==> config.mk <==
export PLATFORM = sky130hd
export DESIGN_NAME = fir_cell
export DESIGN_NICKNAME = d
export VERILOG_FILES = /design/src/sv/fir_pkg.sv /design/src/sv/fir_cell.sv
export SDC_FILE = /design/constraint.sdc
export NUM_CORES = 1
export LEC_CHECK = 0
export ABC_AREA = 1
export BUFFER_PORTS_ARGS = -buffer_cell sky130_fd_sc_hd__buf_2
export CORE_UTILIZATION = 32
export DETAILED_ROUTE_END_ITERATION = 6
export SKIP_CTS_REPAIR_TIMING = 1
export SLEW_MARGIN = 20
export SYNTH_ARGS = -nofsm -noshare
export SYNTH_HDL_FRONTEND = slang
export SYNTH_SLANG_ARGS = --single-unit
export TNS_END_PERCENT = 5
==> constraint.sdc <==
create_clock -name clk -period 7.3 [get_ports clk]
set_input_delay 1.46 -clock clk [delete_from_list [all_inputs] [get_ports clk]]
set_output_delay 1.46 -clock clk [all_outputs]
set_load 0.005 [all_outputs]
==> src/sv/fir_pkg.sv <==
// ----------------------------------------------------------------------------
// FIR filter package
// Shared widths, operation codes and the cell control bundle of the FIR filter.
// ----------------------------------------------------------------------------
package fir_pkg;

	localparam int SAMPLE_W = 16;
	localparam int PROD_W   = 32;
	localparam int SUM_W    = 36;
	localparam int TAP_W    = 5;
	localparam int INDEX_W  = 4;

	localparam logic [TAP_W-1:0] TAP_COUNT_RESET = 5'd16;

	typedef enum logic [1:0] {
		OP_PUSH  = 2'd0,
		OP_CLEAR = 2'd1,
		OP_COEF  = 2'd2
	} op_t;

	typedef struct packed {
		logic shift;
		logic clear;
		logic coef_we;
		logic enable;
	} cell_ctl_t;

endpackage

==> src/sv/fir_cell.sv <==
// ----------------------------------------------------------------------------
// FIR tap cell
// Holds one history sample and one coefficient, and adds its product to the
// partial sum that travels along the row of cells.
// ----------------------------------------------------------------------------
module fir_cell (
	input  logic                               clk,
	input  logic                               arst_n,
	input  fir_pkg::cell_ctl_t                 ctl,
	input  logic signed [fir_pkg::SAMPLE_W-1:0] sample_in,
	input  logic signed [fir_pkg::SAMPLE_W-1:0] coef_in,
	input  logic                               tok_in,
	input  logic signed [fir_pkg::SUM_W-1:0]    sum_in,
	output logic signed [fir_pkg::SAMPLE_W-1:0] hist_out,
	output logic                               tok_out,
	output logic signed [fir_pkg::SUM_W-1:0]    sum_out
);
	import fir_pkg::*;

	logic signed [SAMPLE_W-1:0] hist_q;
	logic signed [SAMPLE_W-1:0] coef_q;
	logic signed [PROD_W-1:0]   product_q;
	logic signed [SUM_W-1:0]    sum_q;
	logic                       tok_q;

	always_ff @(posedge clk or negedge arst_n) begin
		if (!arst_n) begin
			hist_q <= '0;
			coef_q <= '0;
			tok_q  <= 1'b0;
		end else begin
			if (ctl.clear) begin
				hist_q <= '0;
			end else if (ctl.shift) begin
				hist_q <= sample_in;
			end
			if (ctl.coef_we) begin
				coef_q <= coef_in;
			end
			tok_q <= tok_in && ctl.enable;
		end
	end

	always_ff @(posedge clk) begin
		product_q <= hist_q * coef_q;
		if (tok_in && ctl.enable) begin
			sum_q <= sum_in + SUM_W'(product_q);
		end
	end

	assign hist_out = hist_q;
	assign tok_out  = tok_q;
	assign sum_out  = sum_q;

endmodule

# Yosys cells after proc, flatten, opt, wreduce, memory -nomap -nowiden
# Cells that the tools add are included.
[op_classes]
n_addsub = 1
mul = 1
mux = 2
reduce_logical = 2
[ops]
columns = ["op", "n"]
rows = [
  ["adder 36 x 32 -> 36 bit", 1],
  ["multiplier 16 x 16 -> 32 bit", 1],
  ["two-way mux 16 bit", 2],
  ["nonzero test 2 bit", 1],
  ["logical AND 1 bit", 1],
]
[totals]
register_bits = 101
inputBits = 75
output_inout_bits = 53
word_cells = 11

# Logic depth before layout (Yosys ltp)
# Gate-level depths: netlist of run 1.
[depth]
ltp_word = 2
mapped_depth = 28
mapped_depth_nobuf = 26

# Worst setup path after synthesis of run 1
# No wires, ideal clock.
[synth_path]
kind = "register to register"
start = "register hist_q[15] (netlist: hist_out[15])"
end = "register product_q[28]"
setup_time_ns = 0.113
t_arrival_ns = 5.507
t_required_ns = 7.187
path_slack_ns = 1.680
path_stages_with_launch = 20
n_path_buf = 2
synth_period_minus_slack_ns = 5.620
path_cell_list = "dfrtp_1 > clkbuf_1 > clkbuf_1 > nand2_1 > fa_1 > inv_1 > fa_1 > inv_1 > fa_1 > fa_1 > inv_1 > fa_1 > fa_1 > ha_1 > a21o_1 > or2_2 > a21oi_1 > nand3_1 > nand2_1 > nand2_1"
[synth_between]
elab_chain_cells = 1
[synth_rtl]
columns = ["element", "line_no", "text"]
rows = [
  ["start, declared", "fir_cell.sv:20", "logic signed [SAMPLE_W-1:0] hist_q;"],
  ["start signal, assigned", "fir_cell.sv:35", "hist_q <= sample_in;"],
  ["multiplier 16 x 16 -> 32 bit", "fir_cell.sv:45", "product_q <= hist_q * coef_q;"],
  ["end signal, assigned", "fir_cell.sv:45", ""],
  ["end, declared", "fir_cell.sv:22", "logic signed [PROD_W-1:0] product_q;"],
]
# Every way passes these cells.
# A chain may end at the register's enable or synchronous reset.

# Final worst setup path of run 1
[layout_path]
start = "register coef_q[7]"
end = "register product_q[31]"
[layout_between]
elab_chain_cells = 1
[layout_rtl]
columns = ["element", "line_no", "text"]
rows = [
  ["start, declared", "fir_cell.sv:21", "logic signed [SAMPLE_W-1:0] coef_q;"],
  ["start signal, assigned", "fir_cell.sv:38", "coef_q <= coef_in;"],
  ["multiplier 16 x 16 -> 32 bit", "fir_cell.sv:45", ""],
]
# Every way passes these cells.

==> impl_results.rst, run 1 <==
.. list-table::
   :header-rows: 1

   * - Metric
     - Value
   * - Clock network latency to the later pin of the worst-skew pair
     - 390 ps
   * - Synthesized instance count
     - 2194
   * - Area of the mapped netlist
     - 0.0165 mm^2
   * - Depth of the worst hold-timing path
     - 1
   * - Dominant cells by area after synthesis
     - sky130_fd_sc_hd__fa_1 (32%), sky130_fd_sc_hd__inv_1 (14%), sky130_fd_sc_hd__nand2_1 (14%), sky130_fd_sc_hd__ha_1 (8.9%), sky130_fd_sc_hd__edfxtp_1 (6.5%)
   * - Cell chosen for the clock root
     - sky130_fd_sc_hd__clkbuf_16
   * - Antenna violations before repair
     - 0
   * - Total of buffers placed on input and output ports
     - 127
   * - Average vias per placed instance
     - 4.60
   * - Area of the die
     - 0.0525 mm^2
   * - Post-synth top area cell
     - sky130_fd_sc_hd__fa_1
   * - Most common cell after layout, fill and taps aside
     - sky130_fd_sc_hd__inv_1
   * - Residual overflow from global routing
     - 0
   * - Max rail drop VDD
     - 0.235 mV
   * - Cell leakage power
     - 10.4 nW
   * - Fin Setup TNS
     - 0 ps
   * - Crit. End Element
     - flip-flop
   * - Count of cells along the worst register-to-register path
     - 22
   * - R2r setup slk
     - 1270 ps
   * - Max Clock Skew
     - 16.0 ps
   * - Post-DR wirelength/cell
     - 15.1 um
   * - Startpoint of the worst hold path
     - product_q[0]$_DFF_P_
   * - Pwr/cell area
     - 362 mW/mm^2
   * - Final setup violation count
     - 0
   * - Number of vias in the routed layout
     - 13500
   * - Layout net count
     - 2720
   * - Final period util
     - 82.6%
   * - Die Wd
     - 229 um
   * - Total power draw
     - 6.53 mW
   * - Max frequency
     - 166 MHz
   * - Sequential area share after synthesis
     - 15.4%
   * - PnR worst setup slack
     - 1270 ps
   * - Layout-stage area growth over the synthesis result
     - 9.26%
   * - Share of final-layout standard cells stronger than drive strength 1
     - 8.77%
   * - Number of hold violations in the final report
     - 0
   * - Detailed Route Iter0 Violations
     - 837
   * - Vertical extent of the die
     - 229 um
   * - Worst hold path endpoint
     - sum_out[0]$_DFFE_PP_
   * - Setup Slack @ Placement
     - 1250 ps
   * - Starting density of the core
     - 32.7%
   * - Dominant synthesized flop cell
     - sky130_fd_sc_hd__edfxtp_1
   * - Num Clock Sinks
     - 101
   * - Wire length of the first global-routing pass
     - 73700 um
   * - Crit path max fanout
     - 17
   * - Area share of the largest cell type after synthesis
     - 31.9%
   * - Critical setup path kind
     - reg2reg
   * - Startpoint of the worst register-to-register path
     - coef_q[7]$_DFFE_PN0P_
   * - Gr usage total
     - 17.8%
   * - Number of antenna-violating nets in the routed design
     - 0
   * - Largest net degree at the start of global routing
     - 38
   * - Critical path required time
     - 7590 ps
   * - Run status
     - finished, final reports clean
   * - Number of fillers in the final layout
     - 5329
   * - Number of design rule violations left after detail routing
     - 0
   * - Final routed wirelength across all metal layers
     - 44500 um
   * - Number of warnings reported in the yosys synthesis log
     - 0
   * - # Max-Cap Violations
     - 0
   * - Worst-margin pin slew
     - 949 ps
   * - Post-synthesis net count
     - 2649
   * - Clock buffers created by TritonCTS
     - 9
   * - Clk pin slew, worst setup/hold paths
     - 80 ps
   * - CTS tree
     - yes
   * - Crit path arrival time
     - 6310 ps
   * - Total placed instance area
     - 0.0178 mm^2
   * - Half-perimeter wire length after detailed placement
     - 37100 um
   * - CTS Buffer Depth
     - 2
   * - Max-slew headroom at the worst pin
     - 36.7%
   * - Post-route design area
     - 0.0181 mm^2
   * - Critical path launch point type
     - flip-flop
   * - I/O Pins
     - 128
   * - Number of placement rows
     - 82
   * - Number of max-slew violations in the final report
     - 0
   * - Commonest non-fill, non-tap cells in the layout
     - sky130_fd_sc_hd__inv_1 (611), sky130_fd_sc_hd__nand2_1 (606), sky130_fd_sc_hd__fa_1 (263), sky130_fd_sc_hd__buf_2 (127), sky130_fd_sc_hd__ha_1 (117)
   * - Global placement routability congestion
     - 0.972
   * - Async set or reset register ratio after synthesis
     - 32.7%
   * - Number of distinct library cells after synthesis
     - 38
   * - Average cell area after synthesis
     - 7.53 um^2
   * - Antenna fix cells
     - 0
   * - Core footprint
     - 0.0506 mm^2
   * - End of the worst register-to-register path
     - product_q[31]$_DFF_P_
   * - Via count of the first global-routing pass
     - 14400
   * - Seq cells post-synth
     - 101
   * - HP Class
     - reg2reg
   * - CTS H-Tree Depth
     - 3
   * - Number of detailed-routing iterations run before antenna repair
     - 6
   * - Count of flip-flops with a built-in enable after synthesis
     - 36
   * - Unrepaired setup endpoints after global routing
     - no
   * - Post-layout minimum cycle time
     - 6030 ps
-- area by class of cell --
type / instances / area, um^2 / share of cell area, %
repair buffers: 130 / 658 / 3.65
inverters: 616 / 2310 / 12.8
flip-flops and latches: 101 / 2550 / 14.1
multi-input cells: 1407 / 11400 / 63.1
well taps: 672 / 841 / 4.66
clock buffers: 10 / 229 / 1.27
clock inverters: 6 / 68.8 / 0.381
-- cells by family after synthesis --
group	after synthesis	share of synthesized area, %
adders and majority gates	380	40.7
and+or+nand+nor	856	21.2
buffers and inverters	686	15.6
xor gates and xnor gates	40	2.12
muxes	15	1.02
DFF	101	15.4
AOI/OAI and AO/OA	116	3.92
-- state kept, by name, summed over array words and instances, names as in the netlist --
| signal | count |
|---|---|
| tok_out | 1 |
| coef_q | 16 |
| hist_out | 16 |
| product_q | 32 |
| sum_out | 36 |
-- metrics by stage --
stage | utilization [%] | hold WS (ps) | instances
2_1_floorplan | - | 496 | 2194
3_3_place_gp | 35.1 | 517 | 2926
3_5_place_dp | 35.1 | 526 | 2926
4_1_cts | 35.7 | 568 | 2942
5_1_grt | 35.7 | 586 | 2942
6_report | 35.7 | 566 | 2942
-- worst max-delay path: stages, from the launching register on --
cell and delay (ps):
sky130_fd_sc_hd__dfrtp_1 840, sky130_fd_sc_hd__nand2_1 280, sky130_fd_sc_hd__fa_1 650, sky130_fd_sc_hd__inv_1 130, sky130_fd_sc_hd__fa_1 630, sky130_fd_sc_hd__inv_1 120, sky130_fd_sc_hd__fa_1 490, sky130_fd_sc_hd__inv_1 60
sky130_fd_sc_hd__fa_1 500, sky130_fd_sc_hd__inv_1 50, sky130_fd_sc_hd__fa_1 470, sky130_fd_sc_hd__inv_1 50, sky130_fd_sc_hd__fa_1 440, sky130_fd_sc_hd__ha_1 390, sky130_fd_sc_hd__nand2_1 100, sky130_fd_sc_hd__nor2_1 160
sky130_fd_sc_hd__nand3_1 120, sky130_fd_sc_hd__nor3_1 140, sky130_fd_sc_hd__nand2_1 80, sky130_fd_sc_hd__inv_1 70, sky130_fd_sc_hd__nor2_1 40, sky130_fd_sc_hd__nand2_1 50, sky130_fd_sc_hd__nand2_1 50
-- synth_stat cells, drive strengths merged (33+ instances only) --
cell    number
nand2      619
inv        616
fa         263
ha         117
nor2       107
nand3       87
clkbuf      67
a21oi       57
o21ai       41
edfxtp      36
dfrtp       33
xor2        33
-- report_power, final --
part / total [mW] / internal (mW) / switching [mW]
registers: 0.991 / 0.834 / 0.157
clock network: 0.525 / 0.269 / 0.256
logic: 5.01 / 1.80 / 3.21
-- layer usage --
metal / global-route usage, % / share of wire, % / up-vias
li1: - / - / 6516
met1: 22.2 / 44 / 6519
met2: 31.4 / 49 / 405
met3: 2.51 / 4.9 / 81
met4: 5.94 / 2.8 / 0
met5: 0 / 0 / -
-- worst max-delay path by stage --
stage | startpoint | endpoint | slack [ps]
6_report | coef_q[7]$_DFFE_PN0P_ | product_q[31]$_DFF_P_ | 1270
5_1_grt | coef_q[7]$_DFFE_PN0P_ | product_q[31]$_DFF_P_ | 770
4_1_cts | coef_q[7]$_DFFE_PN0P_ | product_q[31]$_DFF_P_ | 1230
3_5_place_dp | coef_q[7]$_DFFE_PN0P_ | product_q[31]$_DFF_P_ | 1250
3_3_place_gp | hist_out[15]$_DFFE_PN0P_ | product_q[28]$_DFF_P_ | 1340
2_1_floorplan | hist_out[15]$_DFFE_PN0P_ | product_q[28]$_DFF_P_ | 1680
No activity file was read; power rests on OpenSTA's default activity.
==> run 2: changes to the inputs <==
==> constraint.sdc (replaced) <==
create_clock -name clk -period 5.1 [get_ports clk]
set_input_delay 1.02 -clock clk [delete_from_list [all_inputs] [get_ports clk]]
set_output_delay 1.02 -clock clk [all_outputs]
set_load 0.005 [all_outputs]
==> run 2 against run 1 <==
Net effect:
- the run now ends with negative setup slack left
- via count grew 4.3%
- routed wire length rose by 2.6%
- design area increased by 13%
- clock skew increased by 15 ps
- cell count up 6.7%
- critical endpoint unchanged
- largest power group unchanged
==> impl_results.rst, run 2 (same netlist as run 1, synthesis figures left out) <==
.. list-table::
   :header-rows: 1

   * - Metric
     - Value
   * - Number of detailed-routing iterations run before antenna repair
     - 6
   * - Max frequency
     - 187 MHz
   * - Number of hold violations in the final report
     - 0
   * - Max FFs per register
     - 36
   * - Critical path required time
     - 5400 ps
   * - Relative contribution of sequential cells to total power
     - 10.8%
   * - Layout net count
     - 2915
   * - Int Power
     - 5.98 mW
   * - Clk pin slew, worst setup/hold paths
     - 90 ps
   * - Pwr/cell area
     - 603 mW/mm^2
   * - Number of placement rows
     - 82
   * - Half-perimeter wire length after detailed placement
     - 40100 um
   * - Global placement routability congestion
     - 0.925
   * - Vertical extent of the die
     - 229 um
   * - Share of final-layout standard cells stronger than drive strength 1
     - 21.5%
   * - Post-route non-filler standard cell count
     - 3138
   * - Final period util
     - 105%
   * - Cell leakage power
     - 11.5 nW
   * - R2r setup slk
     - -250 ps
   * - Startpoint of the worst register-to-register path
     - hist_out[15]$_DFFE_PN0P_
   * - Delay of the slowest critical-path stage
     - 650 ps
   * - # Max-Cap Violations
     - 0
   * - Antenna violations before repair
     - 0
   * - Clock group share of total power
     - 6.4%
   * - Crit. End Element
     - flip-flop
   * - Largest net degree at the start of global routing
     - 38
   * - Number of antenna-violating nets in the routed design
     - 0
   * - End of the worst register-to-register path
     - product_q[31]$_DFF_P_
   * - Cell-by-cell listing of the critical path
     - buf_6, nand2_4, fa_1, inv_2, fa_2, buf_4, inv_1, fa_2, fa_1, fa_1, fa_1, inv_1, ha_4, a21oi_1, o21ai_1, a21oi_1, nand2_1, o21ai_1, nand2_1
   * - Number of fillers in the final layout
     - 5114
   * - Area of the die
     - 0.0525 mm^2
   * - Clock buffers created by TritonCTS
     - 9
   * - Detailed Route Iter0 Violations
     - 668
   * - Violations in the final reports
     - negative setup slack
   * - Logic gate share of total power
     - 82.7%
   * - Fin Setup TNS
     - -2260 ps
   * - Run status
     - finished, violations left
   * - Max Clock Skew
     - 31.0 ps
   * - Residual overflow from global routing
     - 0
   * - Switching power share of the total
     - 51.3%
   * - Total of buffers placed on input and output ports
     - 127
   * - Cell chosen for the clock root
     - sky130_fd_sc_hd__clkbuf_16
   * - Starting density of the core
     - 32.7%
   * - Switching pwr
     - 6.31 mW
   * - Final routed wirelength across all metal layers
     - 45700 um
   * - Most common cell after layout, fill and taps aside
     - sky130_fd_sc_hd__inv_1
   * - Clock network latency to the later pin of the worst-skew pair
     - 420 ps
   * - Crit-path slowest cell
     - sky130_fd_sc_hd__fa_2
   * - Number of max-slew violations in the final report
     - 0
   * - Depth of the worst hold-timing path
     - 1
   * - CTS Buffer Depth
     - 2
   * - Final setup violation count
     - 14
   * - Max-slew headroom at the worst pin
     - 41.8%
   * - Count of cells along the worst register-to-register path
     - 19
   * - HP Class
     - reg2reg
   * - Post-layout minimum cycle time
     - 5350 ps
   * - Library cell appearing most often on the critical path
     - sky130_fd_sc_hd__fa_1
   * - Gr usage total
     - 18.3%
   * - PnR worst setup slack
     - -249 ps
   * - End point of the critical path
     - product_q[31]$_DFF_P_
   * - Average vias per placed instance
     - 4.49
   * - CTS tree
     - yes
   * - Critical path launch point type
     - flip-flop
   * - Wire length of the first global-routing pass
     - 75400 um
   * - Final core occ
     - 40.3%
   * - Num Clock Sinks
     - 101
   * - Via count of the first global-routing pass
     - 15100
   * - Cells after DPL
     - 3104
   * - Crit path arrival time
     - 5650 ps
   * - I/O Pins
     - 128
   * - Number of design rule violations left after detail routing
     - 0
   * - Die Wd
     - 229 um
   * - Unrepaired setup endpoints after global routing
     - yes
   * - CTS H-Tree Depth
     - 3
   * - Worst-margin pin slew
     - 873 ps
   * - Core footprint
     - 0.0506 mm^2
   * - Source of the critical timing path
     - hist_out[15]$_DFFE_PN0P_
   * - Commonest non-fill, non-tap cells in the layout
     - sky130_fd_sc_hd__inv_1 (599), sky130_fd_sc_hd__nand2_1 (579), sky130_fd_sc_hd__fa_1 (252), sky130_fd_sc_hd__buf_4 (176), sky130_fd_sc_hd__buf_2 (127)
   * - Max rail drop VDD
     - 0.534 mV
   * - Layout-stage area growth over the synthesis result
     - 23.4%
   * - Critical setup path kind
     - reg2reg
   * - Crit path max fanout
     - 6
   * - Number of vias in the routed layout
     - 14100
   * - Post-DR wirelength/cell
     - 14.6 um
run 2: routing by layer:
metal / part of all wire (%) / global-route usage [%]
met5: 0 / 0
met3: 4.0 / 2.50
met4: 2.7 / 6.19
met2: 50 / 32.4
met1: 44 / 22.7
run 2: layout make-up:
cell class | count | area, um^2 | area share, %
Multi-Input combinational cell | 1407 | 12000 | 59.0
Sequential cell | 101 | 2560 | 12.5
Timing Repair Buffer | 325 | 2340 | 11.5
Inverter | 616 | 2310 | 11.3
Tap cell | 672 | 841 | 4.12
Clock buffer | 9 | 225 | 1.10
Clock inverter | 7 | 85.1 | 0.417
Antenna cell | 1 | 2.50 | 0.0123
run 2: worst min-delay path by stage:
stage                         start  slack, ps                   end
2_1_floorplan  product_q[0]$_DFF_P_        500  sum_out[0]$_DFFE_PP_
3_3_place_gp   product_q[0]$_DFF_P_        520  sum_out[0]$_DFFE_PP_
3_5_place_dp   product_q[0]$_DFF_P_        540  sum_out[0]$_DFFE_PP_
4_1_cts        product_q[0]$_DFF_P_        540  sum_out[0]$_DFFE_PP_
5_1_grt        product_q[0]$_DFF_P_        550  sum_out[0]$_DFFE_PP_
6_report       product_q[0]$_DFF_P_        530  sum_out[0]$_DFFE_PP_
run 2: per-stage QoR:
stage | power (mW) | worst slack [ps] | area, um^2 | hold WS, ps
2_1_floorplan | 6.73 | -33.8 | 16600 | 496
3_3_place_gp | 10.0 | -585 | 19300 | 520
3_5_place_dp | 10.1 | -658 | 19300 | 537
4_1_cts | 10.9 | -679 | 19600 | 538
5_1_grt | 13.7 | -463 | 20400 | 553
6_report | 12.3 | -249 | 20400 | 529
run 2: power by group through the flow:
stage	Sequential, mW	Clock, mW	Combinational, mW
finish	1.33	0.788	10.2
global route	1.36	0.830	11.5
CTS	1.34	0.806	8.78
detailed placement	1.36	0	8.73
global placement	1.36	0	8.65
floorplan	1.28	0	5.44
run 2: critical path: cells and delay by family, from the launching register on:
family / cells / cell delay (ps)
flops: 1 / 490
fa+ha+maj: 7 / 3380
compound gates: 4 / 620
simple gates: 3 / 250
buf+inv: 5 / 510
==> run 3: changes to the inputs <==
--- a/config.mk
+++ b/config.mk
@@ -7,6 +7,7 @@
 export LEC_CHECK = 0
 export ABC_AREA = 1
 export BUFFER_PORTS_ARGS = -buffer_cell sky130_fd_sc_hd__buf_2
+export CORE_ASPECT_RATIO = 0.75
 export CORE_UTILIZATION = 32
 export DETAILED_ROUTE_END_ITERATION = 6
 export SKIP_CTS_REPAIR_TIMING = 1
==> run 3 against run 2 <==
Net effect:
- clock skew shrank 24 ps
- the flow still finishes with violations (negative setup slack)
- flip-flop and latch count unchanged
- count of clock-buffer cells in the layout did not move
- routed wire length is essentially flat
- total power shrank 1.2%
==> impl_results.rst, run 3 (same netlist as run 1, synthesis figures left out) <==
.. list-table::
   :header-rows: 1

   * - Metric
     - Value
   * - Run status
     - finished, violations left
   * - Violations in the final reports
     - negative setup slack
   * - # Max-Cap Violations
     - 0
   * - Area of the die
     - 0.0526 mm^2
   * - CTS tree
     - yes
   * - Cell leakage power
     - 11.4 nW
   * - Number of vias in the routed layout
     - 14100
   * - Pwr/cell area
     - 603 mW/mm^2
   * - Number of hold violations in the final report
     - 0
   * - Half-perimeter wire length after detailed placement
     - 39700 um
   * - Commonest non-fill, non-tap cells in the layout
     - sky130_fd_sc_hd__inv_1 (601), sky130_fd_sc_hd__nand2_1 (584), sky130_fd_sc_hd__fa_1 (255), sky130_fd_sc_hd__buf_4 (154), sky130_fd_sc_hd__buf_2 (128)
   * - Detailed Route Iter0 Violations
     - 933
   * - Max FFs per register
     - 36
   * - Max Clock Skew
     - 7.44 ps
   * - HP Class
     - reg2reg
   * - Number of antenna-violating nets in the routed design
     - 0
   * - M1 GR Usage
     - 25.6%
   * - Clock buffers created by TritonCTS
     - 9
   * - Die Wd
     - 264 um
   * - Gr usage total
     - 18.1%
   * - CTS Buffer Depth
     - 2
   * - Antenna violations before repair
     - 0
   * - Unrepaired setup endpoints after global routing
     - yes
   * - Setup Slack @ Placement
     - -525 ps
   * - Max frequency
     - 183 MHz
   * - Average vias per placed instance
     - 4.55
   * - Startpoint of the worst register-to-register path
     - hist_out[15]$_DFFE_PN0P_
   * - Cell chosen for the clock root
     - sky130_fd_sc_hd__clkbuf_16
   * - PnR worst setup slack
     - -372 ps
   * - Critical path required time
     - 5380 ps
   * - Depth of the worst hold-timing path
     - 1
   * - Count of cells along the worst register-to-register path
     - 19
   * - Layout-stage area growth over the synthesis result
     - 22.0%
   * - Met3 routing resource usage after global routing
     - 2.57%
   * - Critical setup path kind
     - reg2reg
   * - Residual overflow from global routing
     - 0
   * - Area of the multi-input gates
     - 0.0119 mm^2
   * - Clock network latency to the later pin of the worst-skew pair
     - 390 ps
   * - Worst hold path endpoint
     - sum_out[0]$_DFFE_PP_
   * - Critical path launch point type
     - flip-flop
   * - Largest net degree at the start of global routing
     - 38
   * - Post-DR wirelength/cell
     - 14.7 um
   * - Max-slew headroom at the worst pin
     - 38.1%
   * - Global placement routability congestion
     - 0.921
   * - Max rail drop VDD
     - 0.535 mV
   * - Starting density of the core
     - 32.7%
   * - CTS H-Tree Depth
     - 3
   * - Wire length of the first global-routing pass
     - 74100 um
   * - Most common cell after layout, fill and taps aside
     - sky130_fd_sc_hd__inv_1
   * - Crit path max fanout
     - 7
   * - I/O Pins
     - 128
   * - Number of fillers in the final layout
     - 5168
   * - Worst-margin pin slew
     - 928 ps
   * - End of the worst register-to-register path
     - product_q[30]$_DFF_P_
   * - Final routed wirelength across all metal layers
     - 45700 um
   * - Post-layout minimum cycle time
     - 5470 ps
   * - Via count of the first global-routing pass
     - 14700
   * - Fin Setup TNS
     - -3890 ps
   * - Total of buffers placed on input and output ports
     - 127
   * - R2r setup slk
     - -370 ps
   * - Number of placement rows
     - 71
   * - Share of final-layout standard cells stronger than drive strength 1
     - 20.5%
   * - Register Area
     - 0.00257 mm^2
   * - Startpoint of the worst hold path
     - product_q[0]$_DFF_P_
   * - Number of detailed-routing iterations run before antenna repair
     - 6
   * - Core footprint
     - 0.0505 mm^2
   * - Clk pin slew, worst setup/hold paths
     - 80 ps
   * - Number of max-slew violations in the final report
     - 0
   * - Crit path arrival time
     - 5750 ps
   * - Final period util
     - 107%
   * - Global-route layer with the greatest usage
     - met2
   * - Final setup violation count
     - 17
   * - Crit. End Element
     - flip-flop
   * - Vertical extent of the die
     - 199 um
   * - Met2 GRT Util
     - 28.7%
   * - Num Clock Sinks
     - 101
   * - Number of design rule violations left after detail routing
     - 0
   * - Layout net count
     - 2897
   * - Antenna fix cells
     - 0
[run 3: layout make-up]
class                   count  share of cell area, %
multi-input cells        1407                   59.3
flip-flops and latches    101                   12.7
inverters                 616                   11.5
repair buffers            307                   10.9
well taps                 657                   4.08
clock buffers               9                   1.12
clock inverters             7                  0.447
[run 3: report_power, final]
group | internal (mW) | switching, mW | total [mW]
registers | 1.20 | 0.117 | 1.32
logic | 4.28 | 5.79 | 10.1
clock network | 0.354 | 0.404 | 0.758
[run 3: worst max-delay path, stage by stage (launching register included)]
cell	delay (ps)
sky130_fd_sc_hd__dfrtp_2	480
sky130_fd_sc_hd__buf_4	160
sky130_fd_sc_hd__nand2_1	70
sky130_fd_sc_hd__inv_2	60
sky130_fd_sc_hd__fa_2	630
sky130_fd_sc_hd__fa_2	570
sky130_fd_sc_hd__buf_6	180
sky130_fd_sc_hd__fa_1	550
sky130_fd_sc_hd__fa_1	450
sky130_fd_sc_hd__fa_1	580
sky130_fd_sc_hd__fa_1	460
sky130_fd_sc_hd__ha_4	320
sky130_fd_sc_hd__nand2_2	70
sky130_fd_sc_hd__buf_6	130
sky130_fd_sc_hd__nor2_4	120
sky130_fd_sc_hd__nand2_2	80
sky130_fd_sc_hd__nor3_2	110
sky130_fd_sc_hd__nand2_1	130
sky130_fd_sc_hd__nand3_1	120
sky130_fd_sc_hd__nand2_2	80
[run 3: stage by stage]
step	instance area, um^2	std cells	hold WS [ps]	power (mW)	util, %
after global placement	19200	3072	516	9.79	37.9
after detailed placement	19200	3072	515	9.86	37.9
after CTS	19500	3088	538	10.7	38.5
final	20200	3104	533	12.1	39.9
after global routing	20200	3104	542	13.4	39.9
after floorplan	16600	2194	496	6.73	-
[run 3: metal layers]
| layer | routed length, um | vias up |
|---|---|---|
| met5 | 0 | - |
| met2 | 20300 | 357 |
| li1 | - | 6876 |
| met1 | 21800 | 6844 |
| met3 | 2770 | 51 |
| met4 | 905 | 0 |
[run 3: worst max path at each step]
stage / startpoint / end / slack (ps)
6_report: hist_out[15]$_DFFE_PN0P_ / product_q[30]$_DFF_P_ / -370
5_1_grt: coef_q[5]$_DFFE_PN0P_ / product_q[30]$_DFF_P_ / -550
4_1_cts: hist_out[15]$_DFFE_PN0P_ / product_q[26]$_DFF_P_ / -550
3_5_place_dp: hist_out[15]$_DFFE_PN0P_ / product_q[26]$_DFF_P_ / -530
3_3_place_gp: hist_out[15]$_DFFE_PN0P_ / product_q[26]$_DFF_P_ / -530
2_1_floorplan: hist_out[15]$_DFFE_PN0P_ / product_q[31]$_DFF_P_ / -30
